--- src/design/piecewise_linear_interpolator_core_assert.svh ---
// ----------------------------------------------------------------------------
// piecewise_linear_interpolator_core assertion macros
// Shorthand for clocked, reset-qualified concurrent assertions.
// ----------------------------------------------------------------------------
`ifndef PIECEWISE_LINEAR_INTERPOLATOR_CORE_ASSERT_SVH
`define PIECEWISE_LINEAR_INTERPOLATOR_CORE_ASSERT_SVH

// same-cycle implication
`define PLI_ASSERT_NOW(lbl, ante, cons, msg) \
  lbl: assert property (@(posedge clk) disable iff (!rst_n) (ante) |-> (cons)) \
    else $error(msg);

// next-cycle implication
`define PLI_ASSERT_NEXT(lbl, ante, cons, msg) \
  lbl: assert property (@(posedge clk) disable iff (!rst_n) (ante) |=> (cons)) \
    else $error(msg);

`endif

--- src/design/pli_pkg.sv ---
// ----------------------------------------------------------------------------
// pli_pkg
// Shared widths, codes and beat types of the piecewise linear interpolator.
// ----------------------------------------------------------------------------
package pli_pkg;

  localparam int DATA_W      = 32;
  localparam int FRAC_BITS   = 16;
  localparam int TABLE_DEPTH = 64;
  localparam int IDX_W       = $clog2(TABLE_DEPTH);
  localparam int CNT_W       = $clog2(TABLE_DEPTH + 1);
  localparam int CFG_W       = 7;
  localparam int ENTRY_W     = 6;

  // segment arithmetic
  localparam int DIFF_W      = DATA_W + 1;             // exact difference
  localparam int QUO_W       = DIFF_W + FRAC_BITS;     // t magnitude
  localparam int DIV_CNT_W   = $clog2(QUO_W + 1);
  localparam int MCH_W       = 17;                     // multiplier chunk
  localparam int MCH_N       = (QUO_W + MCH_W - 1) / MCH_W;
  localparam int MA_W        = MCH_N * MCH_W;
  localparam int MUL_CNT_W   = $clog2(MCH_N + 1);
  localparam int PROD_W      = QUO_W + DIFF_W;
  localparam int Q_W         = PROD_W - FRAC_BITS;
  localparam int SAT_LIM_BIT = 40;
  localparam int SUM_W       = SAT_LIM_BIT + 3;

  localparam logic [Q_W-1:0]    SAT_LIM = Q_W'(1) << SAT_LIM_BIT;
  localparam logic [DATA_W-1:0] Y_MAX   = {1'b0, {(DATA_W-1){1'b1}}};
  localparam logic [DATA_W-1:0] Y_MIN   = {1'b1, {(DATA_W-1){1'b0}}};

  typedef enum logic {
    FUNC_LOAD  = 1'b0,
    FUNC_QUERY = 1'b1
  } func_t;

  typedef struct packed {
    func_t                     func;
    logic [ENTRY_W-1:0]        entry_index;
    logic signed [DATA_W-1:0]  x_value;
    logic signed [DATA_W-1:0]  y_value;
    logic                      final_query;
  } in_item_t;

  typedef struct packed {
    logic signed [DATA_W-1:0]  y_result;
    logic                      saturated;
    logic                      final_result;
  } out_item_t;

  typedef struct packed {
    logic                en;
    logic [IDX_W-1:0]    addr;
    logic [DATA_W-1:0]   x;
    logic [DATA_W-1:0]   y;
  } tbl_wr_t;

endpackage

--- src/design/pli_table.sv ---
// ----------------------------------------------------------------------------
// pli_table
// Breakpoint store: x and y arrays, one write and one registered read port.
// ----------------------------------------------------------------------------
module pli_table (
  input  logic                       clk,
  input  pli_pkg::tbl_wr_t           wr,
  input  logic                       rd_en,
  input  logic [pli_pkg::IDX_W-1:0]  rd_addr,
  output logic [pli_pkg::DATA_W-1:0] rd_x,
  output logic [pli_pkg::DATA_W-1:0] rd_y
);
  import pli_pkg::*;

  logic [DATA_W-1:0] mem_x [TABLE_DEPTH];
  logic [DATA_W-1:0] mem_y [TABLE_DEPTH];
  logic [DATA_W-1:0] rd_x_r;
  logic [DATA_W-1:0] rd_y_r;

  always_ff @(posedge clk) begin
    if (wr.en) begin
      mem_x[wr.addr] <= wr.x;
      mem_y[wr.addr] <= wr.y;
    end
  end

  always_ff @(posedge clk) begin
    if (rd_en) begin
      rd_x_r <= mem_x[rd_addr];
      rd_y_r <= mem_y[rd_addr];
    end
  end

  assign rd_x = rd_x_r;
  assign rd_y = rd_y_r;

endmodule

--- config.mk ---
export PLATFORM = sky130hd
export DESIGN_NAME = pli_table
export DESIGN_NICKNAME = d
export VERILOG_FILES = /design/src/design/piecewise_linear_interpolator_core_assert.svh /design/src/design/pli_pkg.sv /design/src/design/pli_table.sv
export SDC_FILE = /design/constraint.sdc
export NUM_CORES = 2
export LEC_CHECK = 0
export BUFFER_PORTS_ARGS = -buffer_cell sky130_fd_sc_hd__buf_2
export CAP_MARGIN = 20
export CORE_MARGIN = 2
export CORE_UTILIZATION = 36
export DETAILED_ROUTE_END_ITERATION = 8
export GPL_TIMING_DRIVEN = 1
export PLACE_DENSITY = 0.46
export SLEW_MARGIN = 20
export SYNTH_ARGS = -nofsm -noshare
export SYNTH_HDL_FRONTEND = slang
export SYNTH_SLANG_ARGS = --single-unit
--- constraint.sdc ---
create_clock -name clk -period 9 [get_ports clk]
set_input_delay 1.8 -clock clk [delete_from_list [all_inputs] [get_ports clk]]
set_output_delay 1.8 -clock clk [all_outputs]
set_load 0.01 [all_outputs]
After elaboration in Yosys (flattened, before gate mapping)
Memory sizes are Yosys's and may differ from the RTL's. A register that Yosys moved wholly into a read port is not among the register bits.
Cells that the tools add are included.
{"block": "totals", "n_memories": 2, "output_inout_bits": 64, "regBits": 0, "ramBits": 4096, "in_bits": 79}
{"memory": "mem_x", "depth": 64, "width": 32, "read_ports": 1, "rd_ports_with_merged_regs": 1, "write_ports": 1, "line": "pli_table.sv:15", "rtl": "logic [DATA_W-1:0] mem_x [TABLE_DEPTH];"}
{"memory": "mem_y", "depth": 64, "width": 32, "read_ports": 1, "rd_ports_with_merged_regs": 1, "write_ports": 1, "line": "pli_table.sv:16", "rtl": "logic [DATA_W-1:0] mem_y [TABLE_DEPTH];"}
{"block": "classes", "mux": 2}
{"cell": "$mux 1", "count": 2}

Logic depth before layout (Yosys ltp)
{"block": "depth", "word_depth": 2, "ltp_mapped": 9, "depth_no_buf": 4}

Least setup slack after synthesis
No wires, ideal clock.
{"block": "synth_timing", "path_kind": "input to register", "startpoint": "input wr[68] (netlist name)", "endpoint": "memory mem_x[16][0], enable pin", "setup_time_ns": 0.486, "slack_ns": 3.204, "path_buffers": 2, "arrival_ns": 5.310, "stages": 4, "cell_sequence": "clkbuf_1 -> or3b_2 -> clkbuf_1 -> nor2_1"}
{"item": "from (decl)", "line": "pli_table.sv:7", "rtl": "input pli_pkg::tbl_wr_t wr,"}
{"item": "to (decl)", "line": "pli_table.sv:15"}
Straight into the memory's write port.

==> metrics.md <==
| Metric | Value |
|---|---|
| Cell area after synthesis | `156000 sq um` |
| Hold Crit Class | `register to register` |
| Final #Nets | `7007` |
| RSZ-0062 raised after global routing | `no` |
| Port-buffer cells | `142` |
| WP data required | `9.74 ns` |
| Worst-path clk slew | `0.07 ns` |
| Fin. Hold Viols | `0` |
| Global route overflow | `0` |
| Endpoint type of the worst setup path | `register` |
| Crit path cell chain | `buf_12, buf_12, buf_4, mux4_2, o221ai_1, a21oi_1, o211a_1` |
| Worst-Margin Slew | `1.14 ns` |
| Clock Power Share | `0.435` |
| Num CTS Buffers | `445` |
| # resized after CTS | `0` |
| R2R cell count | `4` |
| Number of setup buffers added after CTS | `0` |
| Net Count, Synth | `6584` |
| Initial Utilization | `0.361` |
| Met3 Use GR | `0.0333` |
| CORE AREA | `434000 sq um` |
| Synth area leaders | `edfxtp_1 80%, mux4_2 15%, a22oi_1 1.2%, mux2i_1 0.58%, buf_2 0.43%` |
| F_max | `228 MHz` |
| ANT nets after route | `0` |
| Reg-to-reg slack, setup | `6.60 ns` |
| CP arrival | `5.14 ns` |
| Pleak | `55.1 nW` |
| Iter 0 DRT Violations | `9154` |
| H-tree depth | `5` |
| Cell Area, Placed | `165000 sq um` |
| #FFs+latches synth | `4160` |
| Boundary pin count | `143` |
| Worst hold path depth | `4` |
| DR pass1 iterations | `5` |
| Post-route insts no fill | `13036` |
| Design Power | `41.6 mW` |
| First-pass GRT wire length | `690000 um` |
| Internal | `32.5 mW` |
| Switch Pwr | `9.05 mW` |
| Synth top cells by count | `4160 x edfxtp_1, 1024 x mux4_2, 256 x a22oi_1, 140 x clkbuf_1, 136 x buf_2` |
| Gr busiest metal | `met2` |
| Top-count cell post-synth | `edfxtp_1` |
| Vias in the first global route | `77565` |
| Hpwl dp | `262000 um` |
| Area growth from synthesis to layout | `14.9%` |
| Share of cells above drive strength 1 | `0.285` |
| Post-synth EDFFs | `4160` |
| Max clock buf depth | `4` |
| Tcrit/Tclk final | `0.488` |
| Antenna violations before repair | `39` |
| Setup Viol. Count Final | `0` |
| CP max stage delay | `0.63 ns` |
| Asr flop ratio synth | `0` |
| Max-Cap Viols | `0` |
| Chip width | `663 um` |
| Die Y | `663 um` |
| Mapped Cells | `6505` |
| Finished Core Util | `0.415` |
| Skew-Pair Late Insertion Delay | `1.01 ns` |
| Peak supply drop | `0.176 mV` |
| DIE AREA | `440000 sq um` |
| Clock sink count | `4160` |
| CTS tree | `done` |
| Final setup TNS | `0 ns` |
| Combinational power share | `0.046` |
| Top cell by count, worst path | `buf_12` |
| Largest net degree at the start of global routing | `107` |
| Via/cell ratio | `5.86` |
| Design Area, Final | `180000 sq um` |
| DRC viols | `0` |
| Wire per inst | `39.2 um` |
| Launch point of the worst reg-to-reg path | `mem_y[23][28]` |
| Seq/Total Area, Yosys | `0.798` |
| Worst Skew | `0.0459 ns` |
| Yosys cell types | `29` |
| Status | `completed` |
| Post-synth top area cell | `edfxtp_1` |
| Top FF cell, synth | `edfxtp_1` |
| Slowest cell on crit path | `mux4_2` |
| PD cells | `231 nW/um^2` |
| Maximum fanout along the worst path | `74` |
| Cts hold-fix bufs | `0` |
| Slew Viols, Final | `0` |
| Reg-to-Reg End | `rd_y[28]` |
| Min cycle time layout | `4.39 ns` |
| Hold path start | `mem_x[62][30]` |
| Routed wire length | `511000 um` |
| Critical path type | `primary input to register` |
| Via Count | `76341` |
| Hold Crit Endpoint | `rd_x[30]` |
| Synth top area share | `0.798` |
| YS warnings | `0` |
| FP Rows | `242` |
| GR Util All Layers | `0.229` |
| Placed insts | `12213` |
| M1 GR Usage | `0.323` |
| GR met2 Demand/Resource | `0.379` |
| Switching part of the total | `0.218` |
| Mean Syn Cell Area | `24.1 sq um` |
| Critical path startpoint category | `primary input` |
| Sequential share of power | `0.519` |
| Root Driver | `clkbuf_16` |
| GP Congestion | `0.742` |
| Slew headroom | `0.240` |
==> sequential cells by signal, summed over array words and instances, names as in the netlist <==
name / cells
mem_y: 2048
rd_y: 32
mem_x: 2048
rd_x: 32
==> per-stage QoR <==
step                      setup WS, ns  hold slack (ns)
after global routing              4.53            0.912
after CTS                         4.68            0.844
final                             4.61            0.855
after detailed placement          3.60            0.885
after floorplan                   3.20            0.859
after global placement            3.46            0.881
==> per-layer routing <==
layer	wire (um)	vias up
met5	55	-
met4	11300	8
met3	30900	595
met2	250000	2784
met1	219000	43667
li1	-	29287
==> placed cells by master, fill, tap and decap left out, drive strengths merged, types with 8 or more instances in the layout <==
cell	Yosys	final
a211oi	63	63
a21oi	25	25
a22oi	256	256
buf	236	353
bufinv	0	46
clkbuf	141	525
clkinv	0	224
clkinvlp	0	8
diode	0	9
edfxtp	4160	4160
inv	1	10
mux2i	90	90
mux4	1024	1024
nand3	133	133
nor2	110	110
o211a	64	64
o221ai	64	64
o22ai	102	102
==> worst max-delay path: cells and delay by family <==
family,cells,cell delay [ns]
AO/OA/AOI/OAI,3,0.80
buffers and inverters,3,1.44
multiplexers,1,0.63
==> worst max path at each step <==
stage | start | to | depth (start not counted)
2_1_floorplan | wr[68] | mem_x[16][0] | 4
3_3_place_gp | wr[70] | mem_y[13][23] | 6
3_5_place_dp | rd_addr[0] | rd_x[14] | 7
4_1_cts | rd_addr[0] | rd_x[14] | 7
5_1_grt | rd_addr[0] | rd_x[14] | 7
6_report | rd_addr[0] | rd_x[14] | 7
==> cell type report <==
| class | instances | area (sq um) |
|---|---|---|
| inverters | 1 | 3.75 |
| repair buffers | 353 | 3160 |
| fillers | 37664 | 254000 |
| clock inverters | 287 | 2810 |
| diodes | 9 | 22.5 |
| well taps | 5734 | 7170 |
| clock buffers | 525 | 11500 |
| multi-input cells | 1967 | 30200 |
| flip-flops and latches | 4160 | 125000 |
==> kinds of logic after synthesis <==
group,synth area share
flops,0.798
mux,0.153
compound gates,0.0279
buf+inv,0.0124
simple gates,0.00828
==> power groups by stage <==
stage          Clock [mW]  Sequential, mW  Combinational [mW]
6_report             18.1            21.6                1.91
3_5_place_dp            0            22.0                1.94
2_1_floorplan           0            22.0               0.992
3_3_place_gp            0            22.0                1.91
5_1_grt              19.1            21.6                2.03
4_1_cts              18.4            21.6                1.94
Note: power is estimated with default switching activity, not from simulation.
