File: src/design/piecewise_linear_interpolator_core_assert.svh
// ----------------------------------------------------------------------------
// piecewise_linear_interpolator_core assertion macros
// Shorthand for clocked, reset-qualified concurrent assertions.
// ----------------------------------------------------------------------------
`ifndef PIECEWISE_LINEAR_INTERPOLATOR_CORE_ASSERT_SVH
`define PIECEWISE_LINEAR_INTERPOLATOR_CORE_ASSERT_SVH

// same-cycle implication
`define PLI_ASSERT_NOW(lbl, ante, cons, msg) \
  lbl: assert property (@(posedge clk) disable iff (!rst_n) (ante) |-> (cons)) \
    else $error(msg);

// next-cycle implication
`define PLI_ASSERT_NEXT(lbl, ante, cons, msg) \
  lbl: assert property (@(posedge clk) disable iff (!rst_n) (ante) |=> (cons)) \
    else $error(msg);

`endif

File: src/design/pli_pkg.sv
// ----------------------------------------------------------------------------
// pli_pkg
// Shared widths, codes and beat types of the piecewise linear interpolator.
// ----------------------------------------------------------------------------
package pli_pkg;

  localparam int DATA_W      = 32;
  localparam int FRAC_BITS   = 16;
  localparam int TABLE_DEPTH = 64;
  localparam int IDX_W       = $clog2(TABLE_DEPTH);
  localparam int CNT_W       = $clog2(TABLE_DEPTH + 1);
  localparam int CFG_W       = 7;
  localparam int ENTRY_W     = 6;

  // segment arithmetic
  localparam int DIFF_W      = DATA_W + 1;             // exact difference
  localparam int QUO_W       = DIFF_W + FRAC_BITS;     // t magnitude
  localparam int DIV_CNT_W   = $clog2(QUO_W + 1);
  localparam int MCH_W       = 17;                     // multiplier chunk
  localparam int MCH_N       = (QUO_W + MCH_W - 1) / MCH_W;
  localparam int MA_W        = MCH_N * MCH_W;
  localparam int MUL_CNT_W   = $clog2(MCH_N + 1);
  localparam int PROD_W      = QUO_W + DIFF_W;
  localparam int Q_W         = PROD_W - FRAC_BITS;
  localparam int SAT_LIM_BIT = 40;
  localparam int SUM_W       = SAT_LIM_BIT + 3;

  localparam logic [Q_W-1:0]    SAT_LIM = Q_W'(1) << SAT_LIM_BIT;
  localparam logic [DATA_W-1:0] Y_MAX   = {1'b0, {(DATA_W-1){1'b1}}};
  localparam logic [DATA_W-1:0] Y_MIN   = {1'b1, {(DATA_W-1){1'b0}}};

  typedef enum logic {
    FUNC_LOAD  = 1'b0,
    FUNC_QUERY = 1'b1
  } func_t;

  typedef struct packed {
    func_t                     func;
    logic [ENTRY_W-1:0]        entry_index;
    logic signed [DATA_W-1:0]  x_value;
    logic signed [DATA_W-1:0]  y_value;
    logic                      final_query;
  } in_item_t;

  typedef struct packed {
    logic signed [DATA_W-1:0]  y_result;
    logic                      saturated;
    logic                      final_result;
  } out_item_t;

  typedef struct packed {
    logic                en;
    logic [IDX_W-1:0]    addr;
    logic [DATA_W-1:0]   x;
    logic [DATA_W-1:0]   y;
  } tbl_wr_t;

endpackage

File: src/design/pli_div.sv
// ----------------------------------------------------------------------------
// pli_div
// Restoring unsigned divider, one quotient bit per cycle.
// ----------------------------------------------------------------------------
module pli_div (
  input  logic                        clk,
  input  logic                        rst_n,
  input  logic                        start,
  input  logic [pli_pkg::QUO_W-1:0]   dividend,
  input  logic [pli_pkg::DIFF_W-1:0]  divisor,
  output logic                        done,
  output logic [pli_pkg::QUO_W-1:0]   quotient
);
  import pli_pkg::*;

  logic [DIFF_W-1:0]    rem_r;
  logic [QUO_W-1:0]     quo_r;
  logic [DIFF_W-1:0]    dvs_r;
  logic [DIV_CNT_W-1:0] cnt_r;
  logic                 busy_r;
  logic                 done_r;
  logic [DIFF_W:0]      sh;
  logic [DIFF_W:0]      diff;
  logic                 ge;

  assign sh   = {rem_r, quo_r[QUO_W-1]};
  assign ge   = (sh >= {1'b0, dvs_r});
  assign diff = sh - {1'b0, dvs_r};

  always_ff @(posedge clk) begin
    if (!rst_n) begin
      busy_r <= 1'b0;
      done_r <= 1'b0;
    end else begin
      done_r <= 1'b0;
      if (start) begin
        busy_r <= 1'b1;
      end else if (busy_r && cnt_r == DIV_CNT_W'(1)) begin
        busy_r <= 1'b0;
        done_r <= 1'b1;
      end
    end
  end

  always_ff @(posedge clk) begin
    if (start) begin
      rem_r <= '0;
      quo_r <= dividend;
      dvs_r <= divisor;
      cnt_r <= DIV_CNT_W'(QUO_W);
    end else if (busy_r) begin
      rem_r <= ge ? diff[DIFF_W-1:0] : sh[DIFF_W-1:0];
      quo_r <= {quo_r[QUO_W-2:0], ge};
      cnt_r <= cnt_r - DIV_CNT_W'(1);
    end
  end

  assign done     = done_r;
  assign quotient = quo_r;

endmodule

File: config.mk
export PLATFORM = sky130hd
export DESIGN_NAME = pli_div
export DESIGN_NICKNAME = d
export VERILOG_FILES = /design/src/design/piecewise_linear_interpolator_core_assert.svh /design/src/design/pli_pkg.sv /design/src/design/pli_div.sv
export SDC_FILE = /design/constraint.sdc
export NUM_CORES = 1
export LEC_CHECK = 0
export BUFFER_PORTS_ARGS = -buffer_cell sky130_fd_sc_hd__buf_2
export CAP_MARGIN = 20
export CORE_AREA = 10 10 133 135
export CTS_BUF_LIST = sky130_fd_sc_hd__clkbuf_16
export DETAILED_ROUTE_END_ITERATION = 16
export DIE_AREA = 0 0 143 145
export PLACE_DENSITY_LB_ADDON = 0.2
export SETUP_SLACK_MARGIN = 0.2
export SYNTH_ARGS = -nofsm -noshare
export SYNTH_HDL_FRONTEND = slang
export SYNTH_SLANG_ARGS = --single-unit
File: constraint.sdc
create_clock -name clk -period 6.9 [get_ports clk]
set_clock_uncertainty 0.05 [all_clocks]
set_input_delay 0.345 -clock clk [delete_from_list [all_inputs] [get_ports clk]]
set_output_delay 0.345 -clock clk [all_outputs]
set_load 0.01 [all_outputs]
## Word-level counts from Yosys, hierarchy flattened

Cells that the tools add are included.

| storage, ports and cells | value |
|---|---|
| register bits | 123 |
| latch bits | 0 |
| memory bits (writable) | 0 |
| ROM bits | 0 |
| input port bits | 85 |
| memories | 0 |

| cells by class | value |
|---|---|
| add/subtract/negate cells | 2 |
| multiply operators | 0 |
| div/mod/pow operators | 0 |
| $lt $le $gt $ge | 1 |
| equal/unequal tests | 1 |
| shifts and indexed selects | 0 |
| multiplexer cells | 6 |
| bitwise operators | 1 |
| reductions and logical operators | 4 |

Operators with widths:

| kind | count |
|---|---|
| $mux W49 | 2 |
| $ge A34 B33 Y1 | 1 |
| $mux W33 | 1 |
| $sub A33 B33 Y33 | 1 |
| $eq A6 B1 Y1 const B | 1 |
| $sub A6 B1 Y6 const B | 1 |
| $reduce_bool A2 Y1 | 2 |
| $mux W1 | 3 |
| $reduce_or A2 Y1 | 1 |
| $logic_and A1 B1 Y1 | 1 |
| $not A1 Y1 | 1 |

## Logic depth before layout (Yosys ltp)

| depth | value |
|---|---|
| depth in word-level cells | 4 |
| mapped depth | 15 |
| gate-level depth less buffers | 13 |

## Worst setup path before layout

No wires, ideal clock.

| timing path | value |
|---|---|
| kind | flip-flop to flip-flop |
| start | reg quo_r[48] (netlist: quotient[48]) |
| end | reg rem_r[12] |
| arrival time | 2.845 ns |
| path slack | 3.914 ns |
| stages on the path, launching flop included | 14 |
| path buffers | 0 |
| period minus slack after synthesis | 2.986 ns |
| path through | edfxtp_1 > inv_1 > ha_1 > inv_1 > fa_1 > a211oi_1 > nor2_2 > o31a_1 > a31o_2 > or2_2 > a21oi_1 > xnor2_1 > nand2_1 > a311oi_1 |

| between the ends | value |
|---|---|
| longest elaborated chain between the ends | 2 |

Ends and longest elaborated chain:

| item | RTL line | source |
|---|---|---|
| from (decl) | pli_div.sv:17 | `logic [QUO_W-1:0] quo_r;` |
| from (signal assigned) | pli_div.sv:48 | `quo_r <= dividend;` |
| from (signal assigned) | pli_div.sv:53 | `quo_r <= {quo_r[QUO_W-2:0], ge};` |
| $sub A33 B33 Y33 / $ge A34 B33 Y1 (equally long branches) | pli_div.sv:28, pli_div.sv:27 |  |
| $mux W33 * | pli_div.sv:52 | `rem_r <= ge ? diff[DIFF_W-1:0] : sh[DIFF_W-1:0];` |
| to (signal assigned) | pli_div.sv:52 |  |
| to (decl) | pli_div.sv:16 | `logic [DIFF_W-1:0] rem_r;` |

Mark *: on every way between the ends. The rest lies on a longest branch, timed or not.
A chain may end at the register's enable or synchronous reset.

## Worst setup path in the final report

| timing path | value |
|---|---|
| start | reg quo_r[48] (netlist: quotient[48]) |
| end | reg rem_r[8] |

Same word-level chain as after synthesis.

==> results.ini <==
[detailed_routing]
drt-pass1-iter-count = 4
routedWlPerCell_um = 17.64
drtIter0Drc = 325
drc_errors = 0
ant_nets = 0
wl_um = 16950
num_vias = 5312
vias_per_cell = 5.528

[timing]
slew-limit-headroom_pct = 31.32
period_share_pct = 48.35
maxSlewViolCount = 0
worstMarginPinSlew_ns = 1.030
finalSetupViolCount = 0
final_hold_viol_count = 0
tns_ns = 0
fmax_mhz = 299.7
rsz0062_at_grt = false
final_critical_path_setup_slack_ns = 3.564
hold_slack_ns = 0.04584
period_minus_slack_ns = 3.336

[place]
placed_area_um2 = 7510
dp.cells = 929
pre_cts_ws_ns = 3.557
port_buffers = 134
gp_congestion = 0.8765
dpl.hpwl_um = 12180

[synth]
synth_area_um2 = 6659
yosys_warnings = 0
ys.flop_type = edfxtp_1
synth_cell_type_count = 60
async_reset_ff_share_pct = 0
ys_ff_latch = 123
avgSynthCellArea_um2 = 10.62
synth_edf_count = 82
synth_fp_nets = 748
synth_cells = 627
seq_area_frac_synth_pct = 49.30

[power_and_ir_drop]
power_density_nw_per_um2 = 263.6
ir_drop_mv = 0.1801
p_leak_nw = 3.415

[setup_path]
endpoint_kind = register
cpPeakStageDelay_ns = 0.42
crit_chain = inv_1, ha_1, inv_1, fa_1, a211oi_1, nor2_2, o22ai_1, o21ai_2, a31oi_4, o41a_1, buf_4, nand2_1, a311oi_1
worstPathMaxFanout = 37
slowest_stage = fa_1
worstSetupPathType = reg -> reg
start_kind = register
crit_required_ns = 7.16
critical_path.most_common_cell = inv_1
critPathArrivalTime_ns = 3.59

[finish]
fin_cells = 961
drive_gt1_share_pct = 30.40
layout_common_cells = buf_2 (133), edfxtp_1 (82), mux2_2 (49), inv_1 (47), nand2_1 (47)
synthToLayoutAreaGrowth_pct = 21.98
fillerInstances = 1340
final_cell_area_um2 = 8123
fin_nets = 881
diodes = 0
layout_commonest_cell = buf_2

[grt]
grt_max_degree = 59
overflow = 0
grt_use_total_pct = 16.74
grt_first_pass_wirelength_um = 28210
grt_pass1_vias = 5531
antenna_found_initial = 2

[floorplan]
die_w_um = 143
initial_core_util_pct = 44.29
coreArea_um2 = 15030
num_io_pins = 135
fp.dieH_um = 145
die_area_um2 = 20740
row_count = 45

[clock_tree]
clock_latency_ns = 0.42
holdBufCountCts = 0
cts_tree = built
cts_root_buf = clkbuf_16
clock_path_buffers = 2
clk_pin_slew_ns = 0.06
postCtsSetupRepairBufs = 0
cts_buffers = 17
cts_resized = 0
htreeDepth = 4
clock_sinks = 123

[outcome]
status = complete, no violations

[hold_path]
hp-class = in -> reg

[job]
max-cap-violations = 0

==> metal layers <==
| metal | global-route usage [%] | part of all wire [%] |
|---|---|---|
| met5 | 0 | 0.12 |
| met4 | 5.676 | 1.7 |
| met3 | 8.279 | 9.4 |
| met2 | 25.85 | 47 |
| met1 | 19.71 | 42 |
==> per-stage QoR <==
step	power [mW]	util, %
2_1_floorplan	1.111	-
5_1_grt	2.235	54.03
6_report	2.142	54.03
3_3_place_gp	1.219	49.95
3_5_place_dp	1.226	49.95
4_1_cts	2.163	54.03
==> cell usage after synthesis, types with 9 or more instances <==
cell      count  area [um^2]
ha_1         35        437.9
edfxtp_1     82         2462
mux2_2       49        551.8
a311oi_1     13        113.9
xnor2_1      15        131.4
a32oi_1      12        105.1
nor2_1       46        172.7
inv_1        48        180.2
clkbuf_1     18        67.56
nor3_1       10        50.05
nand4_1       9        56.30
dfxtp_1      41        820.8
xor2_1        9        78.83
a211oi_1     10        75.07
nand2_1      47        176.4
o21ai_0      36        180.2
a21oi_1      40        200.2
==> worst max-delay path: cells and delay by family, from the launching register on <==
family | cells | cell delay, ns
buffers and inverters | 3 | 0.50
adder cells (fa/ha/maj) | 2 | 0.58
AND/OR/NAND/NOR | 2 | 0.19
AO/OA/AOI/OAI | 6 | 1.50
flip-flops | 1 | 0.40
==> registers in the layout, summed over array words and instances (netlist names) <==
name and count:
rem_r 33, cnt_r 6, busy_r 1, dvs_r 33, done 1, quotient 49
==> worst paths after layout <==
check / start / to / slack (ns) / cells after the start
worst max-delay path: quotient[48] / rem_r[8] / 3.56 / 13
worst max register to register: quotient[48] / rem_r[8] / 3.56 / 13
worst min-delay path: divisor[14] / dvs_r[14] / 0.05 / 1
worst min register to register: rem_r[6] / rem_r[6] / 0.44 / 2
==> power breakdown <==
part           leakage [nW]  switching, mW  total [mW]  internal, mW
logic                  1.97          0.184       0.325         0.141
clock network         0.297          0.355       0.930         0.575
registers              1.15         0.0314       0.887         0.855
==> layout make-up <==
cell class	instances	area [um^2]	share of cell area (%)
inverter	48	180.2	2.218
timing repair buffer	140	718.2	8.842
clock buffer	17	425.4	5.237
tap	188	235.2	2.896
clock inverter	15	187.7	2.311
sequential	123	3283	40.42
multi-input combinational	430	3093	38.08
==> kinds of logic (layout without fill, tap and decap cells) <==
group                    Yosys count  in the layout  share of synthesized area (%)
XOR/XNOR                          24             24                          3.157
flip-flops                       123            123                          49.30
multiplexers                      50             50                          8.437
AND/OR/NAND/NOR                  157            157                          10.99
adder cells (fa/ha/maj)           36             36                          6.877
AO/OA/AOI/OAI                    163            163                          16.82
buffers and inverters             74            220                          4.415
No activity file was read; power rests on OpenSTA's default activity.
