## src/design/piecewise_linear_interpolator_core_assert.svh

```systemverilog
// ----------------------------------------------------------------------------
// piecewise_linear_interpolator_core assertion macros
// Shorthand for clocked, reset-qualified concurrent assertions.
// ----------------------------------------------------------------------------
`ifndef PIECEWISE_LINEAR_INTERPOLATOR_CORE_ASSERT_SVH
`define PIECEWISE_LINEAR_INTERPOLATOR_CORE_ASSERT_SVH

// same-cycle implication
`define PLI_ASSERT_NOW(lbl, ante, cons, msg) \
  lbl: assert property (@(posedge clk) disable iff (!rst_n) (ante) |-> (cons)) \
    else $error(msg);

// next-cycle implication
`define PLI_ASSERT_NEXT(lbl, ante, cons, msg) \
  lbl: assert property (@(posedge clk) disable iff (!rst_n) (ante) |=> (cons)) \
    else $error(msg);

`endif

```

## src/design/pli_pkg.sv

```systemverilog
// ----------------------------------------------------------------------------
// pli_pkg
// Shared widths, codes and beat types of the piecewise linear interpolator.
// ----------------------------------------------------------------------------
package pli_pkg;

  localparam int DATA_W      = 32;
  localparam int FRAC_BITS   = 16;
  localparam int TABLE_DEPTH = 64;
  localparam int IDX_W       = $clog2(TABLE_DEPTH);
  localparam int CNT_W       = $clog2(TABLE_DEPTH + 1);
  localparam int CFG_W       = 7;
  localparam int ENTRY_W     = 6;

  // segment arithmetic
  localparam int DIFF_W      = DATA_W + 1;             // exact difference
  localparam int QUO_W       = DIFF_W + FRAC_BITS;     // t magnitude
  localparam int DIV_CNT_W   = $clog2(QUO_W + 1);
  localparam int MCH_W       = 17;                     // multiplier chunk
  localparam int MCH_N       = (QUO_W + MCH_W - 1) / MCH_W;
  localparam int MA_W        = MCH_N * MCH_W;
  localparam int MUL_CNT_W   = $clog2(MCH_N + 1);
  localparam int PROD_W      = QUO_W + DIFF_W;
  localparam int Q_W         = PROD_W - FRAC_BITS;
  localparam int SAT_LIM_BIT = 40;
  localparam int SUM_W       = SAT_LIM_BIT + 3;

  localparam logic [Q_W-1:0]    SAT_LIM = Q_W'(1) << SAT_LIM_BIT;
  localparam logic [DATA_W-1:0] Y_MAX   = {1'b0, {(DATA_W-1){1'b1}}};
  localparam logic [DATA_W-1:0] Y_MIN   = {1'b1, {(DATA_W-1){1'b0}}};

  typedef enum logic {
    FUNC_LOAD  = 1'b0,
    FUNC_QUERY = 1'b1
  } func_t;

  typedef struct packed {
    func_t                     func;
    logic [ENTRY_W-1:0]        entry_index;
    logic signed [DATA_W-1:0]  x_value;
    logic signed [DATA_W-1:0]  y_value;
    logic                      final_query;
  } in_item_t;

  typedef struct packed {
    logic signed [DATA_W-1:0]  y_result;
    logic                      saturated;
    logic                      final_result;
  } out_item_t;

  typedef struct packed {
    logic                en;
    logic [IDX_W-1:0]    addr;
    logic [DATA_W-1:0]   x;
    logic [DATA_W-1:0]   y;
  } tbl_wr_t;

endpackage

```

## src/design/pli_mul.sv

```systemverilog
// ----------------------------------------------------------------------------
// pli_mul
// Unsigned multiplier, one MCH_W-bit chunk of the wide operand per cycle.
// ----------------------------------------------------------------------------
module pli_mul (
  input  logic                        clk,
  input  logic                        rst_n,
  input  logic                        start,
  input  logic [pli_pkg::QUO_W-1:0]   a,
  input  logic [pli_pkg::DIFF_W-1:0]  b,
  output logic                        done,
  output logic [pli_pkg::PROD_W-1:0]  prod
);
  import pli_pkg::*;

  logic [MA_W-1:0]         a_r;
  logic [DIFF_W-1:0]       b_r;
  logic [PROD_W-1:0]       acc_r;
  logic [MUL_CNT_W-1:0]    cnt_r;
  logic                    busy_r;
  logic                    done_r;
  logic [MCH_W+DIFF_W-1:0] pp;

  // top chunk first, accumulator shifts up
  assign pp = a_r[MA_W-1 -: MCH_W] * b_r;

  always_ff @(posedge clk) begin
    if (!rst_n) begin
      busy_r <= 1'b0;
      done_r <= 1'b0;
    end else begin
      done_r <= 1'b0;
      if (start) begin
        busy_r <= 1'b1;
      end else if (busy_r && cnt_r == MUL_CNT_W'(1)) begin
        busy_r <= 1'b0;
        done_r <= 1'b1;
      end
    end
  end

  always_ff @(posedge clk) begin
    if (start) begin
      a_r   <= MA_W'(a);
      b_r   <= b;
      acc_r <= '0;
      cnt_r <= MUL_CNT_W'(MCH_N);
    end else if (busy_r) begin
      a_r   <= a_r << MCH_W;
      acc_r <= (acc_r << MCH_W) + PROD_W'(pp);
      cnt_r <= cnt_r - MUL_CNT_W'(1);
    end
  end

  assign done = done_r;
  assign prod = acc_r;

endmodule

```

## config.mk

```make
export PLATFORM = sky130hd
export DESIGN_NAME = pli_mul
export DESIGN_NICKNAME = d
export VERILOG_FILES = /design/src/design/piecewise_linear_interpolator_core_assert.svh /design/src/design/pli_pkg.sv /design/src/design/pli_mul.sv
export SDC_FILE = /design/constraint.sdc
export NUM_CORES = 2
export LEC_CHECK = 0
export BUFFER_PORTS_ARGS = -buffer_cell sky130_fd_sc_hd__buf_2
export CAP_MARGIN = 30
export CORE_MARGIN = 4
export CORE_UTILIZATION = 36
export CTS_CLUSTER_DIAMETER = 50
export DETAILED_ROUTE_END_ITERATION = 8
export MAX_ROUTING_LAYER = met4
export PLACE_DENSITY = 0.51
export SLEW_MARGIN = 20
export SYNTH_ARGS = -nofsm -noshare
export SYNTH_HDL_FRONTEND = slang
export SYNTH_SLANG_ARGS = --single-unit
```

## constraint.sdc

```tcl
create_clock -name clk -period 7 [get_ports clk]
set_input_delay 1.4 -clock clk [delete_from_list [all_inputs] [get_ports clk]]
set_output_delay 1.4 -clock clk [all_outputs]
set_load 0.05 [all_outputs]
```

Word level (Yosys, flattened, before mapping)
Cells that the tools add are included.
{ "totals": {"regBits": 170, "input_bits": 85, "out_inout_bits": 83, "elab_cells": 21} }
{ "classes": {"add_sub_neg": 2, "n_mul": 1, "eq_ne": 1, "n_mux": 5, "bitwise": 1, "reduce_logical": 4} }
{ "ops": {"columns": ["operator", "n"], "rows": [
  ["$mux W49", 2],
  ["$add A82 B50 Y82", 1],
  ["$mul A17 B33 Y50", 1],
  ["$reduce_bool A2 Y1", 2],
  ["$mux W1", 3],
  ["$eq A2 B1 Y1 const B", 1],
  ["$reduce_or A2 Y1", 1],
  ["$sub A2 B1 Y2 const B", 1],
  ["$logic_and A1 B1 Y1", 1],
  ["$not A1 Y1", 1]
]} }

Depth between registers and ports, before layout
{ "depth": {"depth_word": 4, "ltp_mapped": 25, "ltp_nobuf": 21} }

Least setup slack after synthesis
No wires, ideal clock.
{ "synth_timing": {"kind": "flip-flop to flip-flop", "from": "reg b_r[30]", "to": "reg acc_r[54], in the netlist prod[54]", "setup_ns": 0.091, "arrival_time_ns": 6.232, "required_time_ns": 6.909, "path_slack_ns": 0.677, "stages_incl_launch_ff": 25, "path_buffers": 3, "synth_period_minus_slack_ns": 6.323, "cell_sequence": "edfxtp_1 > clkbuf_1 > clkbuf_1 > nand2_1 > fa_1 > inv_1 > fa_1 > inv_1 > fa_1 > inv_1 > fa_1 > fa_1 > inv_1 > fa_1 > inv_1 > ha_1 > a21oi_2 > a21oi_1 > o31ai_1 > a31o_2 > nand2_2 > a2111oi_4 > buf_2 > o31ai_1 > a311oi_1"} }
{ "synth_between": {"elab_chain_cells": 2} }
{ "synth_lines": {"columns": ["element", "line", "rtl"], "rows": [
  ["start, declared", "pli_mul.sv:17", "logic [DIFF_W-1:0] b_r;"],
  ["start signal, assigned", "pli_mul.sv:45", "b_r <= b;"],
  ["$mul A17 B33 Y50", "pli_mul.sv:25", "assign pp = a_r[MA_W-1 -: MCH_W] * b_r;"],
  ["$add A82 B50 Y82", "pli_mul.sv:50", "acc_r <= (acc_r << MCH_W) + PROD_W'(pp);"],
  ["end signal, assigned", "pli_mul.sv:50", null],
  ["end, declared", "pli_mul.sv:18", "logic [PROD_W-1:0] acc_r;"]
]} }
Every way passes these cells.
A chain may end at the register's enable or synchronous reset.

Worst setup path in the final report
{ "layout_timing": {"from": "reg a_r[39]", "to": "reg acc_r[79], in the netlist prod[79]"} }
{ "layout_between": {"elab_chain_cells": 2} }
{ "layout_lines": {"columns": ["element", "line", "rtl"], "rows": [
  ["start, declared", "pli_mul.sv:16", "logic [MA_W-1:0] a_r;"],
  ["start signal, assigned", "pli_mul.sv:44", "a_r <= MA_W'(a);"],
  ["start signal, assigned", "pli_mul.sv:49", "a_r <= a_r << MCH_W;"],
  ["$mul A17 B33 Y50", "pli_mul.sv:25", null],
  ["$add A82 B50 Y82", "pli_mul.sv:50", null]
]} }
Every way passes these cells.

==> impl_metrics.tcl <==
set metrics [dict create \
    status "completed" \
    syn_to_final_growth_pct 13.0 \
    arrival_ns 7.19 \
    gp_congestion 0.923 \
    drc_errors 0 \
    cts_made_buffers 17 \
    first_pass_iters 5 \
    ioPinCount 168 \
    layout_commonest_cell "inv_1" \
    routedWlPerCell_um 19.2 \
    grt_max_degree 69 \
    portBuffers 167 \
    ctsRootBufferMaster "clkbuf_16" \
    vias 19700 \
    htree_levels 4 \
    critPathRequiredTime_ns 7.37 \
    antenna_found_initial 1 \
    synth_area_leaders "fa_1, edfxtp_1, inv_1" \
    avgSynthCellArea_um2 9.22 \
    maxCapViolCount 0 \
    clk_pin_slew_worst_paths_ns 0.09 \
    fin_ws_ns 0.187 \
    skew_ns 0.0251 \
    cts.path.max_buffers 2 \
    synth_top_area_cell "fa_1" \
    clock_latency_ns 0.50 \
    pre_cts_slack_ns 0.0592 \
    synth_fp_nets 3554 \
    hold_buffers 0 \
    dieArea_um2 76800 \
    end_kind "flop" \
    grt_pass1_wl_mm 122 \
    core_um2 71600 \
    cts_tree "built" \
    min_path_type "flop to flop" \
    setup_violations 0 \
    grt_pass1_vias 21300 \
    nets 3723 \
    start_util_pct 36.4 \
    chipWidth_um 277 \
    synth_cells 2829 \
    slew_headroom_pct 40.2 \
    hold_viol_final 0 \
    via_per_inst 4.98 \
    yosys_warnings 0 \
    ys_seq_elements 170 \
    worstPathMaxFanout 8 \
    period_minus_slack_ns 6.81 \
    design_area_um2 29500 \
    postPlaceCellArea_um2 28500 \
    numClockSinks 170 \
    fill_cells 7288 \
    fin_cells 3962 \
    fmax_mhz 147 \
    synth_top_area_share_pct 38.2 \
    period_share_pct 97.3 \
    slew_viol_final 0 \
    row_count 98 \
    async_reset_ff_share_pct 0 \
    rsz0062_at_grt "true" \
    final_cell_mix "inv_1, fa_1, nand2_1" \
    synth-edff-count 82 \
    tightestPinTransition_ns 0.894 \
    antenna_left 0 \
    place_inst 3902 \
    die_y_um 277 \
    drt_wl_total_mm 76.0 \
    globalRouteOverflowTotal 0 \
    drt-initial-drc-count 1119 \
    synth_area_um2 26100 \
    drive_gt1_share_pct 12.9 \
    synth-seq-area-share_pct 16.2 \
    synthFlopType "dfxtp_1" \
    hpwl_mm 62.1 \
    crit_type "flop to flop" \
    cp-start-kind "flop" \
    grt_use_total_pct 20.7 \
    synth.distinct_cells 77 \
]
==> worst max-delay path: stages, from the launching register on <==
cell	delay, ns
edfxtp_1	0.53
buf_4	0.19
and2_1	0.16
fa_1	0.53
inv_1	0.05
fa_1	0.40
fa_1	0.55
inv_1	0.06
fa_1	0.54
fa_1	0.51
inv_1	0.05
fa_1	0.47
inv_1	0.05
ha_1	0.28
a21oi_1	0.19
or3b_1	0.42
o21a_1	0.24
o31ai_4	0.42
o32ai_4	0.22
o21ai_4	0.36
nor4_1	0.10
or3b_1	0.36
==> worst paths after layout <==
kind	from	depth (start not counted)	slack (ns)	endpoint
worst max register to register	a_r[39]$_DFFE_PP_	21	0.19	prod[79]$_SDFFE_PP0P_
worst min register to register	prod[65]$_SDFFE_PP0P_	2	0.48	prod[65]$_SDFFE_PP0P_
worst max-delay path	a_r[39]$_DFFE_PP_	21	0.19	prod[79]$_SDFFE_PP0P_
worst min-delay path	prod[65]$_SDFFE_PP0P_	2	0.48	prod[65]$_SDFFE_PP0P_
==> sequential cells by signal (all words and copies together) (netlist names) <==
signal / flops
prod: 82
a_r: 51
b_r: 33
cnt_r: 2
busy_r: 1
done: 1
==> logic make-up (layout without fill, tap and decap cells) <==
| group | Yosys count | after routing | synth area share, % |
|---|---|---|---|
| DFF | 170 | 170 | 16.2 |
| xor gates and xnor gates | 36 | 36 | 1.21 |
| muxes | 57 | 57 | 2.34 |
| AOI/OAI and AO/OA | 266 | 267 | 7.16 |
| other | 0 | 1 | 0 |
| and+or+nand+nor | 904 | 904 | 17.1 |
| adders and majority gates | 640 | 640 | 45.0 |
| buffers and inverters | 756 | 937 | 11.0 |
==> layout make-up <==
cell class | instances | area [µm²] | share of cell area, %
antenna | 1 | 2.50 | 0.00849
clock buffer | 17 | 425 | 1.44
clock inverter | 15 | 176 | 0.599
inverter | 612 | 2300 | 7.80
multi-input combinational | 1904 | 19100 | 64.7
sequential | 170 | 4230 | 14.4
tap | 950 | 1190 | 4.03
timing repair buffer | 293 | 2080 | 7.07
==> per-stage QoR <==
| stage | TNS (ns) | hold WS, ns | util [%] |
|---|---|---|---|
| 2_1_floorplan | 0 | 0.457 | - |
| 3_3_place_gp | 0 | 0.447 | 39.8 |
| 3_5_place_dp | 0 | 0.461 | 39.8 |
| 4_1_cts | 0 | 0.480 | 40.6 |
| 5_1_grt | -0.0476 | 0.492 | 41.1 |
| 6_report | 0 | 0.478 | 41.1 |
==> cell usage after synthesis, types with 5 or more instances <==
cell type	number
a211oi_1	10
nor4_1	9
o21ai_1	6
or4_1	12
inv_1	611
o211ai_1	20
mux2i_1	25
and3_1	10
fa_1	497
o21ai_0	43
a21oi_1	67
or3_1	22
o22ai_1	8
a311oi_1	10
nand2_1	399
nand4_1	26
a21o_1	17
nor3_1	13
nor2_1	73
edfxtp_1	82
o31ai_1	11
nand3b_1	5
nor2b_1	6
o21bai_1	12
a32oi_1	6
dfxtp_1	88
xnor2_1	26
clkbuf_1	130
mux2_2	32
buf_2	6
xor2_1	10
and2_1	261
nand2b_1	18
nand3_1	37
a31oi_1	5
ha_1	143
==> repair_timing <==
| item | 4_1_cts | 5_1_grt |
|---|---|---|
| setup buffers | 0 | 26 |
| endpoints found under the setup margin | 0 | 30 |
| resized for setup | 0 | 14 |
==> per-layer routing <==
layer / up-vias / routed length, µm / track usage (%)
li1: 9046 / - / -
met1: 10200 / 32200 / 26.4
met2: 410 / 39100 / 35.3
met3: 90 / 2830 / 2.38
met4: 0 / 1830 / 5.55
met5: - / 0 / -
Power is left out: the tool's default activity adds up to more than one toggle a clock period on the data nets, which glitch-free logic cannot reach.
